File: src/rtl/core/assert_macros.svh
// Assertion macros shared by the stack machine RTL.
// No dependencies.
`ifndef ASSERT_MACROS_SVH
`define ASSERT_MACROS_SVH
// Implication checked on every clock edge outside reset.
`define ASSERT_IMPLY(lbl, clk, rst, ante, cons, msg) \
   lbl: assert property (@(posedge clk) disable iff (rst) (ante) |-> (cons)) else $error(msg);
// Next-cycle implication checked outside reset.
`define ASSERT_NEXT(lbl, clk, rst, ante, cons, msg) \
   lbl: assert property (@(posedge clk) disable iff (rst) (ante) |=> (cons)) else $error(msg);
`endif

File: src/rtl/core/pcsm_pkg.sv
// Shared types and constants for the p-code stack machine.
// No dependencies.
package pcsm_pkg;
   localparam int unsigned STACK_DEPTH_DEF = 1024;
   localparam int unsigned PC_W = 16;
   localparam int unsigned WORD_W = 32;

   localparam logic [3:0] OP_LIT = 4'd0;
   localparam logic [3:0] OP_OPR = 4'd1;
   localparam logic [3:0] OP_LOD = 4'd2;
   localparam logic [3:0] OP_STO = 4'd3;
   localparam logic [3:0] OP_CAL = 4'd4;
   localparam logic [3:0] OP_INT = 4'd5;
   localparam logic [3:0] OP_JMP = 4'd6;
   localparam logic [3:0] OP_JPC = 4'd7;
   localparam logic [3:0] OP_RED = 4'd8;
   localparam logic [3:0] OP_WRT = 4'd9;

   localparam logic [4:0] SUB_RET = 5'd0;
   localparam logic [4:0] SUB_NEG = 5'd1;
   localparam logic [4:0] SUB_ADD = 5'd2;
   localparam logic [4:0] SUB_SUB = 5'd3;
   localparam logic [4:0] SUB_MUL = 5'd4;
   localparam logic [4:0] SUB_DIV = 5'd5;
   localparam logic [4:0] SUB_ODD = 5'd6;
   localparam logic [4:0] SUB_EQL = 5'd8;
   localparam logic [4:0] SUB_NEQ = 5'd9;
   localparam logic [4:0] SUB_LSS = 5'd10;
   localparam logic [4:0] SUB_GEQ = 5'd11;
   localparam logic [4:0] SUB_GTR = 5'd12;
   localparam logic [4:0] SUB_LEQ = 5'd13;
   localparam logic [4:0] SUB_PRT = 5'd14;
   localparam logic [4:0] SUB_NL  = 5'd15;
   localparam logic [4:0] SUB_RD  = 5'd16;

   localparam logic [1:0] WK_NONE  = 2'd0;
   localparam logic [1:0] WK_SPACE = 2'd1;
   localparam logic [1:0] WK_NL    = 2'd2;
   localparam logic [1:0] WK_LINE  = 2'd3;

   localparam logic [1:0] ST_OK   = 2'd0;
   localparam logic [1:0] ST_DIV0 = 2'd1;
   localparam logic [1:0] ST_OOR  = 2'd2;

   // Datapath operations driven by the controller.
   typedef enum logic [3:0] {
      DP_NOP     = 4'd0,
      DP_LATCH   = 4'd1,  // capture request fields
      DP_RD_ADDR = 4'd2,  // issue stack read at address register
      DP_RD_TAKE = 4'd3,  // take read data into a named register
      DP_WALK    = 4'd4,  // p <= read data, level count down
      DP_WR      = 4'd5,  // write stack memory
      DP_DIV     = 4'd6,  // one divider step
      DP_FINISH  = 4'd7   // commit registers and result
   } dp_op_type;

   typedef struct packed {
      dp_op_type   op;
      logic [1:0]  sel;   // address or target selector
   } dp_cmd_type;

   typedef struct packed {
      logic       walk_done;
      logic       div_done;
      logic       needs_div;
   } dp_stat_type;

   // Address selectors for reads.
   localparam logic [1:0] AS_P1  = 2'd0; // p + 1 during walk
   localparam logic [1:0] AS_T1  = 2'd1; // top - 1, also base for return
   localparam logic [1:0] AS_T2  = 2'd2; // top - 2, also base + 2
   localparam logic [1:0] AS_IDX = 2'd3; // p + operand
endpackage

File: src/rtl/core/pcsm_ctrl.sv
// Controller of the stack machine: sequences reads, walk, divide, writes.
// Depends on pcsm_pkg and assert_macros.svh.
`include "assert_macros.svh"
module pcsm_ctrl
   import pcsm_pkg::*;
#(
   parameter int unsigned STACK_DEPTH = STACK_DEPTH_DEF
) (
   input  logic        clock,
   input  logic        reset,
   input  logic        req_valid,
   output logic        req_ready,
   output logic        rsp_valid,
   input  logic        rsp_ready,
   input  dp_stat_type stat,
   output dp_cmd_type  cmd,
   output logic        clear_en,
   output logic [$clog2(STACK_DEPTH)-1:0] clear_addr
);
   localparam int unsigned AW = $clog2(STACK_DEPTH);

   typedef enum logic [10:0] {
      S_CLEAR = 11'b00000000001,
      S_IDLE  = 11'b00000000010,
      S_WALKA = 11'b00000000100, // issue p+1 read
      S_WALKB = 11'b00000001000, // read data arrives, step
      S_RDA   = 11'b00000010000, // issue reads: T2 then T1 then IDX
      S_RDB   = 11'b00000100000,
      S_RDC   = 11'b00001000000,
      S_RDD   = 11'b00010000000,
      S_DIV   = 11'b00100000000,
      S_WR    = 11'b01000000000,
      S_OUT   = 11'b10000000000
   } state_type;

   state_type  state_ff, state_in;
   logic [1:0] wcnt_ff, wcnt_in;
   logic [AW-1:0] clr_ff;
   logic       rsp_valid_ff, rsp_valid_in;

   assign clear_en   = (state_ff == S_CLEAR);
   assign clear_addr = clr_ff;
   assign req_ready  = (state_ff == S_IDLE) && !rsp_valid_ff;
   assign rsp_valid  = rsp_valid_ff;

   always_comb begin
      state_in = state_ff;
      wcnt_in = wcnt_ff;
      rsp_valid_in = rsp_valid_ff && !rsp_ready;
      cmd = '{op: DP_NOP, sel: AS_P1};
      unique case (state_ff)
         S_CLEAR: if (clr_ff == AW'(STACK_DEPTH - 1)) state_in = S_IDLE;
         S_IDLE: if (req_valid && req_ready) begin
            cmd.op = DP_LATCH; state_in = S_WALKA;
         end
         S_WALKA: begin
            cmd = '{op: DP_RD_ADDR, sel: AS_P1};
            state_in = stat.walk_done ? S_RDA : S_WALKB;
         end
         S_WALKB: begin cmd = '{op: DP_WALK, sel: AS_P1}; state_in = S_WALKA; end
         S_RDA: begin cmd = '{op: DP_RD_ADDR, sel: AS_T2}; state_in = S_RDB; end
         S_RDB: begin cmd = '{op: DP_RD_TAKE, sel: 2'd0}; state_in = S_RDC; end
         S_RDC: begin
            // Address T1 was set combinationally; take it next cycle.
            cmd = '{op: DP_RD_ADDR, sel: AS_T1}; state_in = S_RDD;
         end
         S_RDD: begin cmd = '{op: DP_RD_TAKE, sel: 2'd1}; state_in = S_DIV; wcnt_in = 2'd0; end
         S_DIV: begin
            cmd = '{op: DP_DIV, sel: AS_IDX};
            // The read of p+operand is issued here each cycle.
            if (stat.div_done) state_in = S_WR;
         end
         S_WR: begin
            if (wcnt_ff == 2'd0) begin
               cmd = '{op: DP_RD_TAKE, sel: 2'd2};
               wcnt_in = 2'd1;
            end else begin
               cmd = '{op: DP_WR, sel: 2'(wcnt_ff - 2'd1)};
               wcnt_in = wcnt_ff + 2'd1;
               if (wcnt_ff == 2'd3) state_in = S_OUT;
            end
         end
         S_OUT: begin
            cmd.op = DP_FINISH; rsp_valid_in = 1'b1; state_in = S_IDLE;
         end
         default: state_in = S_IDLE;
      endcase
   end

   always_ff @(posedge clock) begin
      if (reset) begin
         state_ff <= S_CLEAR; clr_ff <= '0; wcnt_ff <= '0; rsp_valid_ff <= 1'b0;
      end else begin
         state_ff <= state_in; wcnt_ff <= wcnt_in; rsp_valid_ff <= rsp_valid_in;
         if (state_ff == S_CLEAR) clr_ff <= clr_ff + AW'(1);
      end
   end

   `ASSERT_IMPLY(a_ready_idle, clock, reset, req_ready, state_ff == S_IDLE,
      "ready outside idle")
   `ASSERT_NEXT(a_out_valid, clock, reset, state_ff == S_OUT, rsp_valid,
      "result not raised after finish")
   `ASSERT_IMPLY(a_no_req_clear, clock, reset, clear_en, !req_ready,
      "request taken during clear")
endmodule

File: config.mk
export PLATFORM = sky130hd
export DESIGN_NAME = pcsm_ctrl
export DESIGN_NICKNAME = d
export VERILOG_FILES = /design/src/rtl/core/pcsm_pkg.sv /design/src/rtl/core/pcsm_ctrl.sv
export VERILOG_INCLUDE_DIRS = /design/src /design/src/rtl/core
export SDC_FILE = /design/constraint.sdc
export NUM_CORES = 1
export LEC_CHECK = 0
export ABC_AREA = 1
export BUFFER_PORTS_ARGS = -buffer_cell sky130_fd_sc_hd__buf_4
export CORE_MARGIN = 3
export CORE_UTILIZATION = 50
export CTS_CLUSTER_DIAMETER = 120
export CTS_CLUSTER_SIZE = 14
export DETAILED_ROUTE_END_ITERATION = 8
export GPL_TIMING_DRIVEN = 0
export PLACE_DENSITY_LB_ADDON = 0.15
export SLEW_MARGIN = 20
export SYNTH_ARGS = -nofsm -noshare
export SYNTH_HDL_FRONTEND = slang
export SYNTH_SLANG_ARGS = --single-unit
File: constraint.sdc
create_clock -name clock -period 2.9 [get_ports clock]
set_input_delay 0.435 -clock clock [delete_from_list [all_inputs] [get_ports clock]]
set_output_delay 0.435 -clock clock [all_outputs]
set_load 0.02 [all_outputs]
==> flow_metrics.tcl <==
set metrics [dict create \
    critPathKind "register to primary output" \
    synth.mux.area_fraction 0 \
    yosys.area_share.simple 0.415 \
    arrival_ns 1.73 \
    tns_ns 0 \
    dieArea_um2 3520 \
    clockBufferDepth 2 \
    routed_wl_um 2920 \
    grt_pass1_wl_um 5000 \
    core_um2 2590 \
    cts_made_buffers 3 \
    die_y_um 59.4 \
    fill_cells 241 \
    cts_resized 0 \
    async_flop_share 0 \
    synth-compound-area-share 0.0975 \
    synth_nets 221 \
    synthFlopType "dfxtp_1" \
    area_growth_pct 16.3 \
    avgViaCountPerCell 4.98 \
    ys_types 29 \
    synth_top_family_by_area "simple AND/OR/NAND/NOR gates" \
    globalRouteMet1Util 0.274 \
    n_antenna_cell 0 \
    hold_viol_final 0 \
    grt_util_met2 0.273 \
    crit_path_start_kind "register" \
    port-buffer-count 23 \
    ant_nets 0 \
    grt_setup_unrepaired "false" \
    cts_tree "built" \
    design_area_um2 1660 \
    synth_edf_count 0 \
    fin_nets 249 \
    yosys.area_share.xor_xnor 0.00615 \
    row_count 18 \
    ys_seq_elements 24 \
    antenna_found_initial 0 \
    fin_crit_ns 2.17 \
    grt_usage 0.185 \
    place_area_um2 1630 \
    drive_gt1_frac 0.199 \
    final_common_cell "nand2_1" \
    synth_area_leader_cell "dfxtp_1" \
    maxSlewViolCount 0 \
    power_density_nw_per_um2 414 \
    cp.required_ns 2.47 \
    grt_pass1_vias 1167 \
    fin_skew_ns 0.00283 \
    yosysSeqAreaShare 0.337 \
    grt.busiest_layer "met1" \
    synthAdderAreaFrac 0.0351 \
    cp-end-kind "primary output" \
    initial_utilization 0.550 \
    cap_violations 0 \
    yosys_warnings 0 \
    max_freq_ghz 0.462 \
    num_vias 1324 \
    hold_buffers 0 \
    wl_per_cell_um 11.0 \
    hold_class "input port to register" \
    cts_setup_buffers 0 \
    num_io_pins 26 \
    syn_avg_cell_area_um2 6.78 \
    syn_inst 210 \
    drtIter0Drc 58 \
    hpwlAfterDp_um 2320 \
    clock_latency_ns 0.31 \
    clock-sinks 24 \
    drc 0 \
    first_pass_iters 4 \
    grt_overflow 0 \
    synth_top_area_share 0.337 \
    synth_area_leaders "dfxtp_1 34%, nand2_1 13%, inv_1 9.0%" \
    status "completed" \
    synth_area_um2 1420 \
    clk_pin_slew_ns 0.12 \
    setup_viol 0 \
    grt_start_max_net_pins 13 \
    cts_max_level 1 \
    die_x_um 59.4 \
    place.gp.congestion 0.850 \
    cts_root_buffer "clkbuf_4" \
    ir_worst_vdd_v 0.000416 \
    cp_max_fo 8 \
    timing.final.crit_share 0.747 \
    gr-usage-met3 0.0458 \
    p_leak_nw 0.796 \
    final_cell_mix "51 x nand2_1, 34 x inv_1, 24 x buf_4, 24 x dfxtp_1, 23 x nor2_1" \
]
## registers in the layout, indices dropped and copies added, names as in the netlist
register	count
state_ff	11
rsp_valid	1
clear_addr	10
wcnt_ff	2
## power breakdown
| group | internal (mW) | total [mW] | switching [mW] |
|---|---|---|---|
| Sequential | 0.345 | 0.358 | 0.0130 |
| Combinational | 0.0661 | 0.184 | 0.118 |
| Clock | 0.0487 | 0.145 | 0.0961 |
## metal layers
layer / up-vias / share of wire / routed length, um
met2: 25 / 0.41 / 1210
met1: 580 / 0.53 / 1550
met5: - / 0 / 0
li1: 715 / - / -
met3: 4 / 0.047 / 136
met4: 0 / 0.0065 / 19
## logic make-up after synthesis
| logic type | count (synthesis) |
|---|---|
| AOI/OAI and AO/OA | 24 |
| xor gates and xnor gates | 1 |
| adders and majority gates | 4 |
| buffers and inverters | 39 |
| DFF | 24 |
| other | 1 |
| and+or+nand+nor | 117 |
## per-stage QoR
| step | util | total power, mW | hold slack (ns) | setup slack, ns | instances |
|---|---|---|---|---|---|
| 6_report | 0.640 | 0.687 | 0.292 | 0.733 | 266 |
| 5_1_grt | 0.640 | 0.720 | 0.290 | 0.596 | 266 |
| 4_1_cts | 0.640 | 0.694 | 0.283 | 0.743 | 266 |
| 3_5_place_dp | 0.631 | 0.548 | 0.492 | 1.12 | 263 |
| 3_3_place_gp | 0.631 | 0.547 | 0.490 | 1.10 | 263 |
| 2_1_floorplan | - | 0.495 | 0.472 | 1.11 | 210 |
## layout make-up
type	instances	area, um2	share of cell area
Multi-Input combinational cell	147	792	0.478
Clock buffer	3	22.5	0.0136
Inverter	36	136	0.0823
Tap cell	30	37.5	0.0227
Sequential cell	24	480	0.290
Buffer	3	15.0	0.00906
Timing Repair Buffer	23	173	0.104
## critical path, cell delays in order, from the launching register on
cell,delay (ns)
dfxtp_1,0.37
nor2_2,0.16
nand2_4,0.10
nor2_4,0.16
nand2_1,0.18
o2111ai_1,0.26
buf_4,0.18
## final timing paths
path | startpoint | end | slack [ns] | cells after the start
max | state_ff[4] | cmd[3] | 0.73 | 6
min | reset | state_ff[7] | 0.29 | 2
max reg2reg | clear_addr[1] | state_ff[1] | 1.30 | 9
min reg2reg | clear_addr[7] | clear_addr[7] | 0.51 | 2
## synth_stat cells, types with 3 or more instances
cell / instances
nor2_2: 6
nor3_1: 12
dfxtp_1: 24
inv_1: 34
nand2_4: 3
o21ai_0: 9
a21oi_1: 8
nand3_1: 9
nor2_4: 3
ha_1: 4
nand2_1: 51
nor2_1: 23
o211ai_1: 4
No activity file was read; power rests on OpenSTA's default activity.
